[src/ssvs_pkg.sv]
// Shared types, constants and lookup functions for the seven-segment tube scanner.
// No dependencies; used by ssvs_ctrl, ssvs_datapath and seven_segment_vfd_scanner.
`default_nettype none

package ssvs_pkg;

    // Default geometry
    localparam int DEF_NUM_DIGITS = 9;
    localparam int DEF_FRAME_BITS = 20;

    // Field widths fixed by the interface
    localparam int PERIOD_W = 8;
    localparam int CODE_W   = 4;
    localparam int INDEX_W  = 4;
    localparam int CHAR_W   = 8;
    localparam int SEG_W    = 7;
    localparam int WORD_W   = 32;

    // Reset values
    localparam logic [PERIOD_W-1:0] PERIOD_RESET = 8'd32;
    localparam logic [PERIOD_W-1:0] CD_RESET     = 8'd1;
    localparam logic [CODE_W-1:0]   BLANK_CODE   = 4'd15;
    localparam logic [CODE_W-1:0]   MAX_NUMERAL  = 4'd9;

    // Item kinds carried on the input tuser
    localparam logic FUNC_TICK = 1'b0;
    localparam logic FUNC_CHAR = 1'b1;

    // Characters with a meaning
    localparam logic [CHAR_W-1:0] CHAR_CLEAR = 8'h72;  // 'r'
    localparam logic [CHAR_W-1:0] CHAR_SPACE = 8'h20;  // ' '
    localparam logic [CHAR_W-1:0] CHAR_ZERO  = 8'h30;  // '0'
    localparam logic [CHAR_W-1:0] CHAR_NINE  = 8'h39;  // '9'

    // Segment bit positions on the driver word
    localparam logic [SEG_W-1:0] SEG_A = 7'h01;
    localparam logic [SEG_W-1:0] SEG_F = 7'h02;
    localparam logic [SEG_W-1:0] SEG_B = 7'h04;
    localparam logic [SEG_W-1:0] SEG_G = 7'h08;
    localparam logic [SEG_W-1:0] SEG_E = 7'h10;
    localparam logic [SEG_W-1:0] SEG_C = 7'h20;
    localparam logic [SEG_W-1:0] SEG_D = 7'h40;

    // Controller -> datapath commands
    typedef struct packed {
        logic char_we;    // apply an accepted character
        logic tick;       // count down the refresh divider
        logic scan_step;  // load the frame of the current digit
    } t_cmd;

    // Datapath -> controller status
    typedef struct packed {
        logic cd_one;     // divider expires on this tick
        logic idx_last;   // scan pointer at the final digit
        logic out_free;   // output register can take a frame
    } t_stat;

    // Segment pattern of a code; blank above nine
    function automatic logic [SEG_W-1:0] seg_bits(input logic [CODE_W-1:0] code);
        logic [SEG_W-1:0] s;
        case (code)
            4'd0:    s = SEG_A | SEG_B | SEG_C | SEG_D | SEG_E | SEG_F;
            4'd1:    s = SEG_B | SEG_C;
            4'd2:    s = SEG_A | SEG_B | SEG_D | SEG_E | SEG_G;
            4'd3:    s = SEG_A | SEG_B | SEG_C | SEG_D | SEG_G;
            4'd4:    s = SEG_B | SEG_C | SEG_F | SEG_G;
            4'd5:    s = SEG_A | SEG_C | SEG_D | SEG_F | SEG_G;
            4'd6:    s = SEG_A | SEG_C | SEG_D | SEG_E | SEG_F | SEG_G;
            4'd7:    s = SEG_A | SEG_B | SEG_C;
            4'd8:    s = SEG_A | SEG_B | SEG_C | SEG_D | SEG_E | SEG_F | SEG_G;
            4'd9:    s = SEG_A | SEG_B | SEG_C | SEG_F | SEG_G;
            default: s = '0;
        endcase
        return s;
    endfunction

    // Grid bit of a digit position; positions past the tube have none
    function automatic logic [WORD_W-1:0] grid_bit(input logic [INDEX_W-1:0] idx);
        logic [WORD_W-1:0] g;
        case (idx)
            4'd0:    g = 32'h0001_0000;
            4'd1:    g = 32'h0000_1000;
            4'd2:    g = 32'h0000_0800;
            4'd3:    g = 32'h0000_0400;
            4'd4:    g = 32'h0000_2000;
            4'd5:    g = 32'h0000_0200;
            4'd6:    g = 32'h0000_4000;
            4'd7:    g = 32'h0000_0080;
            4'd8:    g = 32'h0000_8000;
            default: g = '0;
        endcase
        return g;
    endfunction

endpackage

`default_nettype wire

[src/ssvs_ctrl.sv]
// Scan controller: input handshake and the idle/scan state machine.
// Depends on ssvs_pkg for the command and status structs and item kinds.
`default_nettype none

module ssvs_ctrl (
    input  wire logic           i_clk,
    input  wire logic           i_rst_n,
    input  wire logic           i_in_valid,
    input  wire logic           i_in_func,
    output logic                o_in_ready,
    input  wire ssvs_pkg::t_stat i_stat,
    output ssvs_pkg::t_cmd      o_cmd
);

    localparam logic ST_IDLE = 1'b0;
    localparam logic ST_SCAN = 1'b1;

    logic r_state;
    logic n_state;
    logic w_accept;

    // Items are taken only between scans
    assign o_in_ready = (r_state == ST_IDLE);
    assign w_accept   = i_in_valid && o_in_ready;

    // Commands
    always_comb begin
        o_cmd.char_we   = w_accept && (i_in_func == ssvs_pkg::FUNC_CHAR);
        o_cmd.tick      = w_accept && (i_in_func == ssvs_pkg::FUNC_TICK);
        o_cmd.scan_step = (r_state == ST_SCAN) && i_stat.out_free;
    end

    // Next state
    always_comb begin
        n_state = r_state;
        case (r_state)
            ST_IDLE: begin
                if (o_cmd.tick && i_stat.cd_one) begin
                    n_state = ST_SCAN;
                end
            end
            ST_SCAN: begin
                if (i_stat.out_free && i_stat.idx_last) begin
                    n_state = ST_IDLE;
                end
            end
            default: n_state = ST_IDLE;
        endcase
    end

    always_ff @(posedge i_clk) begin
        if (!i_rst_n) begin
            r_state <= ST_IDLE;
        end else begin
            r_state <= n_state;
        end
    end

endmodule

`default_nettype wire

[src/ssvs_datapath.sv]
// Datapath: digit codes, refresh divider, period register, frame build and output register.
// Depends on ssvs_pkg for widths, character codes and segment/grid lookups.
`default_nettype none

module ssvs_datapath #(
    parameter int NUM_DIGITS = ssvs_pkg::DEF_NUM_DIGITS,
    parameter int FRAME_BITS = ssvs_pkg::DEF_FRAME_BITS,
    parameter int TDATA_W    = ((FRAME_BITS + 7) / 8) * 8
) (
    input  wire logic                              i_clk,
    input  wire logic                              i_rst_n,
    input  wire logic                              i_cfg_we,
    input  wire logic [ssvs_pkg::PERIOD_W-1:0]     i_cfg_wdata,
    input  wire logic [ssvs_pkg::CHAR_W-1:0]       i_char,
    input  wire ssvs_pkg::t_cmd                    i_cmd,
    output ssvs_pkg::t_stat                        o_stat,
    input  wire logic                              i_out_ready,
    output logic                                   o_out_valid,
    output logic [TDATA_W-1:0]                     o_out_data,   // [FRAME_BITS-1:0] frame
    output logic [ssvs_pkg::INDEX_W-1:0]           o_out_index,
    output logic                                   o_out_last
);

    localparam int IDX_W = (NUM_DIGITS > 1) ? $clog2(NUM_DIGITS) : 1;
    localparam logic [IDX_W-1:0] IDX_LAST = IDX_W'(NUM_DIGITS - 1);

    logic [ssvs_pkg::CODE_W-1:0]   r_dig [NUM_DIGITS];
    logic [ssvs_pkg::PERIOD_W-1:0] r_period;
    logic [ssvs_pkg::PERIOD_W-1:0] r_cd;
    logic [IDX_W-1:0]              r_idx;
    logic                          r_ovalid;
    logic [FRAME_BITS-1:0]         r_frame;
    logic [ssvs_pkg::INDEX_W-1:0]  r_oindex;
    logic                          r_olast;

    logic                          w_is_clear;
    logic                          w_is_num;
    logic                          w_is_space;
    logic [ssvs_pkg::CHAR_W-1:0]   w_char_off;
    logic [ssvs_pkg::CODE_W-1:0]   w_new_code;
    logic [ssvs_pkg::INDEX_W-1:0]  w_idx_ext;
    logic [ssvs_pkg::CODE_W-1:0]   w_cur_code;
    logic [ssvs_pkg::WORD_W-1:0]   w_word;

    // Character decode
    always_comb begin
        w_is_clear = (i_char == ssvs_pkg::CHAR_CLEAR);
        w_is_space = (i_char == ssvs_pkg::CHAR_SPACE);
        w_is_num   = (i_char >= ssvs_pkg::CHAR_ZERO) && (i_char <= ssvs_pkg::CHAR_NINE);
        w_char_off = i_char - ssvs_pkg::CHAR_ZERO;
        w_new_code = w_is_space ? ssvs_pkg::BLANK_CODE : w_char_off[ssvs_pkg::CODE_W-1:0];
    end

    // Digit codes: clear to blank, or shift toward position 0
    always_ff @(posedge i_clk) begin
        if (!i_rst_n) begin
            for (int i = 0; i < NUM_DIGITS; i++) begin
                r_dig[i] <= (i == NUM_DIGITS - 1) ? '0 : ssvs_pkg::CODE_W'(i & 3);
            end
        end else if (i_cmd.char_we) begin
            if (w_is_clear) begin
                for (int i = 0; i < NUM_DIGITS; i++) begin
                    r_dig[i] <= ssvs_pkg::BLANK_CODE;
                end
            end else if (w_is_num || w_is_space) begin
                for (int i = 0; i < NUM_DIGITS - 1; i++) begin
                    r_dig[i] <= r_dig[i+1];
                end
                r_dig[NUM_DIGITS-1] <= w_new_code;
            end
        end
    end

    // Period register
    always_ff @(posedge i_clk) begin
        if (!i_rst_n) begin
            r_period <= ssvs_pkg::PERIOD_RESET;
        end else if (i_cfg_we) begin
            r_period <= i_cfg_wdata;
        end
    end

    // Refresh divider; stops at zero
    always_ff @(posedge i_clk) begin
        if (!i_rst_n) begin
            r_cd <= ssvs_pkg::CD_RESET;
        end else if (i_cmd.tick && (r_cd != '0)) begin
            r_cd <= (r_cd == ssvs_pkg::PERIOD_W'(1)) ? r_period : r_cd - 1'b1;
        end
    end

    // Scan pointer
    always_ff @(posedge i_clk) begin
        if (!i_rst_n) begin
            r_idx <= '0;
        end else if (i_cmd.scan_step) begin
            r_idx <= (r_idx == IDX_LAST) ? '0 : r_idx + 1'b1;
        end
    end

    // Frame of the current digit
    always_comb begin
        w_idx_ext  = ssvs_pkg::INDEX_W'(r_idx);
        w_cur_code = r_dig[r_idx];
        w_word     = ssvs_pkg::grid_bit(w_idx_ext)
                   | ssvs_pkg::WORD_W'(ssvs_pkg::seg_bits(w_cur_code));
    end

    // Output register: valid flag
    always_ff @(posedge i_clk) begin
        if (!i_rst_n) begin
            r_ovalid <= 1'b0;
        end else if (i_cmd.scan_step) begin
            r_ovalid <= 1'b1;
        end else if (i_out_ready) begin
            r_ovalid <= 1'b0;
        end
    end

    // Output register: payload
    always_ff @(posedge i_clk) begin
        if (i_cmd.scan_step) begin
            r_frame  <= w_word[FRAME_BITS-1:0];
            r_oindex <= w_idx_ext;
            r_olast  <= (r_idx == IDX_LAST);
        end
    end

    always_comb begin
        o_stat.cd_one   = (r_cd == ssvs_pkg::PERIOD_W'(1));
        o_stat.idx_last = (r_idx == IDX_LAST);
        o_stat.out_free = !r_ovalid || i_out_ready;
    end

    assign o_out_valid = r_ovalid;
    assign o_out_data  = (TDATA_W)'(r_frame);
    assign o_out_index = r_oindex;
    assign o_out_last  = r_olast;

endmodule

`default_nettype wire

[src/seven_segment_vfd_scanner.sv]
// Seven-segment tube scanner: a character or non-scanning tick is accepted while idle.
// A tick that expires the refresh divider starts a scan of NUM_DIGITS frames: the state
// register enters the scan state, then each frame is loaded into the output register, one
// frame per cycle while the sink is ready. Input is held off until the last frame is
// loaded into the single output register.
// Synchronous active-low reset: digits 0,1,2,3,..., final digit 0; divider 1; period 32.
`default_nettype none

module seven_segment_vfd_scanner #(
    parameter int NUM_DIGITS = ssvs_pkg::DEF_NUM_DIGITS,
    parameter int FRAME_BITS = ssvs_pkg::DEF_FRAME_BITS
) (
    input  wire logic                                  i_clk,
    input  wire logic                                  i_rst_n,
    // Configuration: refresh_period
    input  wire logic                                  i_cfg_we,
    input  wire logic [ssvs_pkg::PERIOD_W-1:0]         i_cfg_wdata,
    // Input stream
    input  wire logic                                  s_axis_tvalid,
    output logic                                       s_axis_tready,
    input  wire logic [ssvs_pkg::CHAR_W-1:0]           s_axis_tdata,  // [7:0] char_code
    input  wire logic                                  s_axis_tuser,  // [0] func
    // Output stream
    output logic                                       m_axis_tvalid,
    input  wire logic                                  m_axis_tready,
    output logic [((FRAME_BITS + 7) / 8) * 8-1:0]      m_axis_tdata,  // [FRAME_BITS-1:0] frame
    output logic [ssvs_pkg::INDEX_W-1:0]               m_axis_tuser,  // [3:0] digit_index
    output logic                                       m_axis_tlast
);

    localparam int TDATA_W = ((FRAME_BITS + 7) / 8) * 8;

    ssvs_pkg::t_cmd  w_cmd;
    ssvs_pkg::t_stat w_stat;

    ssvs_ctrl u_ctrl (
        .i_clk      (i_clk),
        .i_rst_n    (i_rst_n),
        .i_in_valid (s_axis_tvalid),
        .i_in_func  (s_axis_tuser),
        .o_in_ready (s_axis_tready),
        .i_stat     (w_stat),
        .o_cmd      (w_cmd)
    );

    ssvs_datapath #(
        .NUM_DIGITS (NUM_DIGITS),
        .FRAME_BITS (FRAME_BITS),
        .TDATA_W    (TDATA_W)
    ) u_datapath (
        .i_clk       (i_clk),
        .i_rst_n     (i_rst_n),
        .i_cfg_we    (i_cfg_we),
        .i_cfg_wdata (i_cfg_wdata),
        .i_char      (s_axis_tdata),
        .i_cmd       (w_cmd),
        .o_stat      (w_stat),
        .i_out_ready (m_axis_tready),
        .o_out_valid (m_axis_tvalid),
        .o_out_data  (m_axis_tdata),
        .o_out_index (m_axis_tuser),
        .o_out_last  (m_axis_tlast)
    );

endmodule

`default_nettype wire

[config.mk]
export PLATFORM = sky130hd
export DESIGN_NAME = seven_segment_vfd_scanner
export DESIGN_NICKNAME = d
export VERILOG_FILES = /design/src/ssvs_pkg.sv /design/src/ssvs_ctrl.sv /design/src/ssvs_datapath.sv /design/src/seven_segment_vfd_scanner.sv
export SDC_FILE = /design/constraint.sdc
export NUM_CORES = 1
export LEC_CHECK = 0
export ABC_AREA = 0
export ABC_CLOCK_PERIOD_IN_PS = 3800
export BUFFER_PORTS_ARGS = -buffer_cell sky130_fd_sc_hd__buf_2
export CORE_MARGIN = 1.5
export CORE_UTILIZATION = 50
export DETAILED_ROUTE_END_ITERATION = 7
export PLACE_DENSITY = 0.7
export SLEW_MARGIN = 30
export SYNTH_ARGS = -nofsm -noshare
export SYNTH_HDL_FRONTEND = slang
export SYNTH_HIERARCHICAL = 1
export SYNTH_SLANG_ARGS = --single-unit
[constraint.sdc]
create_clock -name i_clk -period 3.8 [get_ports i_clk]
set_clock_uncertainty 0.2 [all_clocks]
set_input_delay 0.57 -clock i_clk [delete_from_list [all_inputs] [get_ports i_clk]]
set_output_delay 0.57 -clock i_clk [all_outputs]
set_load 0.005 [all_outputs]
-- After elaboration in Yosys (flattened, before gate mapping)
Memory sizes are Yosys's and may differ from the RTL's. A register that Yosys moved wholly into a read port is not among the register bits.
Cells that the tools add are included.
- bits in registers: 47
- latch bits: 0
- RAM bits: 36
- ROM bits: 256
- input bits: 22
- output and inout port bits: 31
- logic and storage cells: 94
- memories kept: 3
- add/subtract/negate cells: 3
- multiply operators: 0
- divide/modulo/power cells: 0
- $lt $le $gt $ge: 2
- equality and inequality tests: 4
- shifts and indexed selects: 0
- multiplexer cells: 40
- bitwise operators: 21
- reductions and logical operators: 13
- memory list (name ; depth ; bits a word ; read ports ; clocked after Yosys merged registers in ; write ports ; RTL line ; text):
    (name not given) ; 16 ; 9 ; 1 ; 1 ; 0 ; ssvs_pkg.sv:80 ; case (idx)
    (name not given) ; 16 ; 7 ; 1 ; 0 ; 0 ; ssvs_pkg.sv:61 ; case (code)
    u_datapath.r_dig ; 9 ; 4 ; 9 ; 1 ; 9 ; ssvs_datapath.sv:27 ; logic [ssvs_pkg::CODE_W-1:0] r_dig [NUM_DIGITS];
- operators with widths (operator ; number):
    $mux W4 ; 24
    $or A20 B7 Y20 ; 1
    $or A1 B1 Y1 ; 18
    $mux W1 ; 14
    $eq A8 B1 Y1 const B ; 1
    $eq A8 B6 Y1 const B ; 1
    $eq A8 B7 Y1 const B ; 1
    $ge A8 B6 Y1 const B ; 1
    $le A8 B6 Y1 const B ; 1
    $logic_and A1 B1 Y1 ; 8
    $mux W8 ; 1
    $reduce_bool A8 Y1 ; 1
    $sub A8 B1 Y8 const B ; 1
    $add A4 B1 Y4 const B ; 1
    $eq A4 B4 Y1 const B ; 1
    $sub A4 B1 Y4 const B ; 1
    $logic_or A1 B1 Y1 ; 2
    $not A1 Y1 ; 2
    $pmux W1 S2 ; 1
    $reduce_bool A2 Y1 ; 1
    $logic_not A1 Y1 ; 1

-- Longest topological paths before layout
- depth after elaboration: 9
- gate-level depth with buffers: 9
- depth with buffers taken out: 8

-- Modules after synthesis
Netlist, hierarchy kept.
- by module, submodules not included (module ; times used ; cells an instance ; area an instance (µm²) ; seq. area each (µm²)):
    ssvs_datapath ; 1 ; 373 ; 4176.5 ; 2392.3
    ssvs_ctrl ; 1 ; 8 ; 70.1 ; 20.0

-- Worst setup path after synthesis
No wires, ideal clock.
- path kind: input -> register
- start point: input port s_axis_tdata[4] in the netlist's numbering
- end point: memory u_datapath/r_dig[0][0] in the netlist's numbering (enable)
- library setup time: 0.394 ns
- arrival: 1.916 ns
- required time: 3.206 ns
- path slack: 1.291 ns
- stages: 4
- buffers on the path: 0
- path through: or3_1 -> a21oi_1 -> o21ai_0 -> nand2_1
- RTL lines (what ; RTL line ; text):
    from (decl) ; seven_segment_vfd_scanner.sv:21 ; input wire logic [ssvs_pkg::CHAR_W-1:0] s_axis_tdata,
    to (decl) ; ssvs_datapath.sv:27 ;

==> summary.txt <==
Global routing
  • First-pass GRT wire length: 11900 um
  • Grt met2 use: between 20 and 30%
  • Grt met3 use: about 3.3%
  • Antenna violations before repair: 0
  • Via count of the first global-routing pass: 2548
  • GRT Overall Usage: between 10% and 20%
  • Largest net degree at the start of global routing: 37
  • M1 GR Usage: between 20% and 30%
  • Grt ovf: 0
  • Most Crowded Layer GR: met2

STA
  • RSZ-0062 raised after global routing: no
  • Final setup TNS: 0 ps
  • Final max-slew violation count: 0
  • Min Tclk post-route: roughly 2700 ps
  • Final setup vio count: 0
  • Achievable Freq: ~0.37 GHz
  • Final Cycle Share: between 70% and 80%
  • Worst Max-Slew Pin Slew: ~910 ps
  • Final hold viol count: 0
  • Relative slew slack: roughly 39%

Floorplan
  • I/O pins: 53
  • Die Span X: 95.2 um
  • Die ar.: 0.00906 mm^2
  • Chip height: around 95 um
  • Starting Density: approximately half
  • Core area: slightly above 0.008 mm^2
  • FP Rows: 33

Place
  • Placed cell area: ~0.0045 mm^2
  • Final HPWL DP: about 5000 um
  • Port bufs: 44
  • Final Wtd Congestion: between 0.7 and 0.8

CTS
  • TritonCTS clock tree: built
  • Clock transition at path regs: 100 ps
  • Post-CTS Setup Bufs: 0
  • H-Tree Depth: 3
  • Hold buffer count at CTS: 0
  • Total CTS buffers: 9
  • Cts repair resizes: 0
  • Sink Count: 92
  • Clk_lat worst skew: 360 ps
  • Root Buffer: clkbuf_8
  • CTS Buffer Depth: 2

Logic synthesis
  • Register area share after synthesis: between 50% and 60%
  • Number of synthesized flops with an enable pin: between 50 and 60
  • Post-Syn Area: about 0.0042 mm^2
  • Register bit total from synthesis: a little over 90
  • Synthesis Warnings: 6
  • Post-synth top flop: edfxtp_1
  • Post-synthesis cell type count: 59
  • Async SR Flop Fraction: 0%
  • Gate Count Post-Synth: between 300 and 400
  • Syn Area/Cell: 11.1 um^2

Final layout
  • Fill count: 717
  • Post-route cell area: between 0.004 and 0.005 mm^2
  • Commonest cells after routing, fill and taps aside: 79 x nand2_1, 57 x edfxtp_1, 44 x buf_2
  • Layout cells sized above 1: 18.6%
  • Area of the multi-input gates: ~0.0017 mm^2
  • Final nets: between 400 and 500
  • N_diodes: 0
  • Syn-to-layout area delta: 10.8%
  • Commonest non-fill, non-tap cell in the layout: nand2_1
  • Register area: ~0.0024 mm^2

Power
  • Pwr Density: 502 mW/mm^2
  • Leakage: between 1.5 and 2 nW
  • VDD IR-drop max: 289 uV

Routing
  • Total Routed Length: around 7100 um
  • WL per Instance: between 10 and 15 um
  • Starting DRT DRC Count: between 100 and 150
  • Drt first pass iters: 4
  • # DRC: 0
  • Vias: between 2000 and 3000
  • Via/cell ratio: ~5.2
  • Antenna Violating Nets Remaining: 0

Job
  • Max Cap Viol: 0

Worst setup path
  • Worst Path Required: approximately 3700 ps
  • CP Max Fanout: 12
  • CP endpoint kind: flip-flop
  • CP arrival: 2610 ps
  • Critical path class: reg2reg
  • Worst Setup Start Kind: flip-flop

Min path
  • Hold Crit Class: reg2reg

Run status
  • Status: complete, no violations
==> cell usage after synthesis, drive strengths merged (2+ instances only) <==
cell type  count  share of area, %
buf           14               2.4
dfxtp         35                16
or2            2              0.29
a31oi          3              0.44
nand3          5              0.59
nor2b         13               1.9
o22ai          3              0.44
o41ai          2              0.59
o21a           5              0.88
a21o           2              0.35
clkbuf        11              0.97
a21oi          7              0.82
or3            4              0.59
ha            10               2.9
and3           2              0.29
and2           3              0.47
nor3           8              0.94
mux4           5               2.8
nor3b          2              0.35
inv           15               1.3
mux2i         18               4.5
edfxtp        57                40
a211o          2              0.41
o21ai         14               1.6
nor4           3              0.80
nand2b        12               1.8
a21boi         8               1.4
mux2           4               1.1
nor2          16               1.4
nand2         79               7.0
==> kinds of logic after synthesis <==
family,share of synthesized area (%)
AOI/OAI and AO/OA,9.05
xor gates and xnor gates,0.413
adders and majority gates,2.95
buffers and inverters,4.68
DFF,56.8
muxes,8.43
other,0.0883
and+or+nand+nor,17.6
==> layer usage <==
metal  routed length, um  up-vias  part of all wire [%]
li1                    -     1401                     -
met4                 114        0                   1.6
met3                 319       12                   4.5
met5                   0        -                     0
met1                3360     1295                    48
met2                3270       67                    46
==> critical path, cell delays in order (launching register included) <==
cell     delay (ps)
dfxtp_1         680
mux2i_1         160
mux4_2          490
o21a_1          260
ha_1            330
inv_1            60
o21ai_1          70
o22a_1          210
==> through the flow <==
step	instances	hold slack, ps	utilization, %	total power, mW	worst slack, ps
after floorplan	388	186	-	1.60	1290
after global placement	514	189	54.7	1.71	1200
after detailed placement	514	189	54.7	1.72	1100
after CTS	530	209	57.2	2.38	1070
after global routing	530	210	57.2	2.49	901
final	530	203	57.2	2.36	1090
==> path summary, 6_finish.rpt <==
check,start,endpoint,slack [ps],depth (start not counted)
max,flip-flop,u_datapath/r_frame[6],1090,7
max reg2reg,flip-flop,u_datapath/r_frame[6],1090,7
min,u_datapath/w_word[9],u_datapath/r_frame[9],200,0
min reg2reg,u_datapath/w_word[9],u_datapath/r_frame[9],200,0
==> state kept, by name, summed over array words and instances (netlist names), named ones only <==
name                    count
u_datapath/r_period         8
u_datapath/o_out_index      4
u_ctrl/r_state              1
u_datapath/o_out_last       1
u_datapath/r_frame         16
u_datapath/w_word           9
u_datapath/r_cd             8
u_datapath/o_out_valid      1
u_datapath/r_dig           36
u_datapath/r_idx            4
==> cell type report <==
cell class / instances / area share [%]
clock buffers: 9 / 2.63
multi-input cells: 256 / 35.4
well taps: 105 / 2.79
inverters: 15 / 1.20
clock inverters: 7 / 1.73
flip-flops and latches: 92 / 51.3
repair buffers: 46 / 5.00
==> power breakdown <==
group | leakage (nW) | switching (mW) | internal (mW)
clock | 0.101 | 0.352 | 0.313
sequential | 0.823 | 0.0601 | 1.15
combinational | 1.03 | 0.271 | 0.211
total | 1.95 | 0.683 | 1.68
Note: power is estimated with default switching activity, not from simulation.
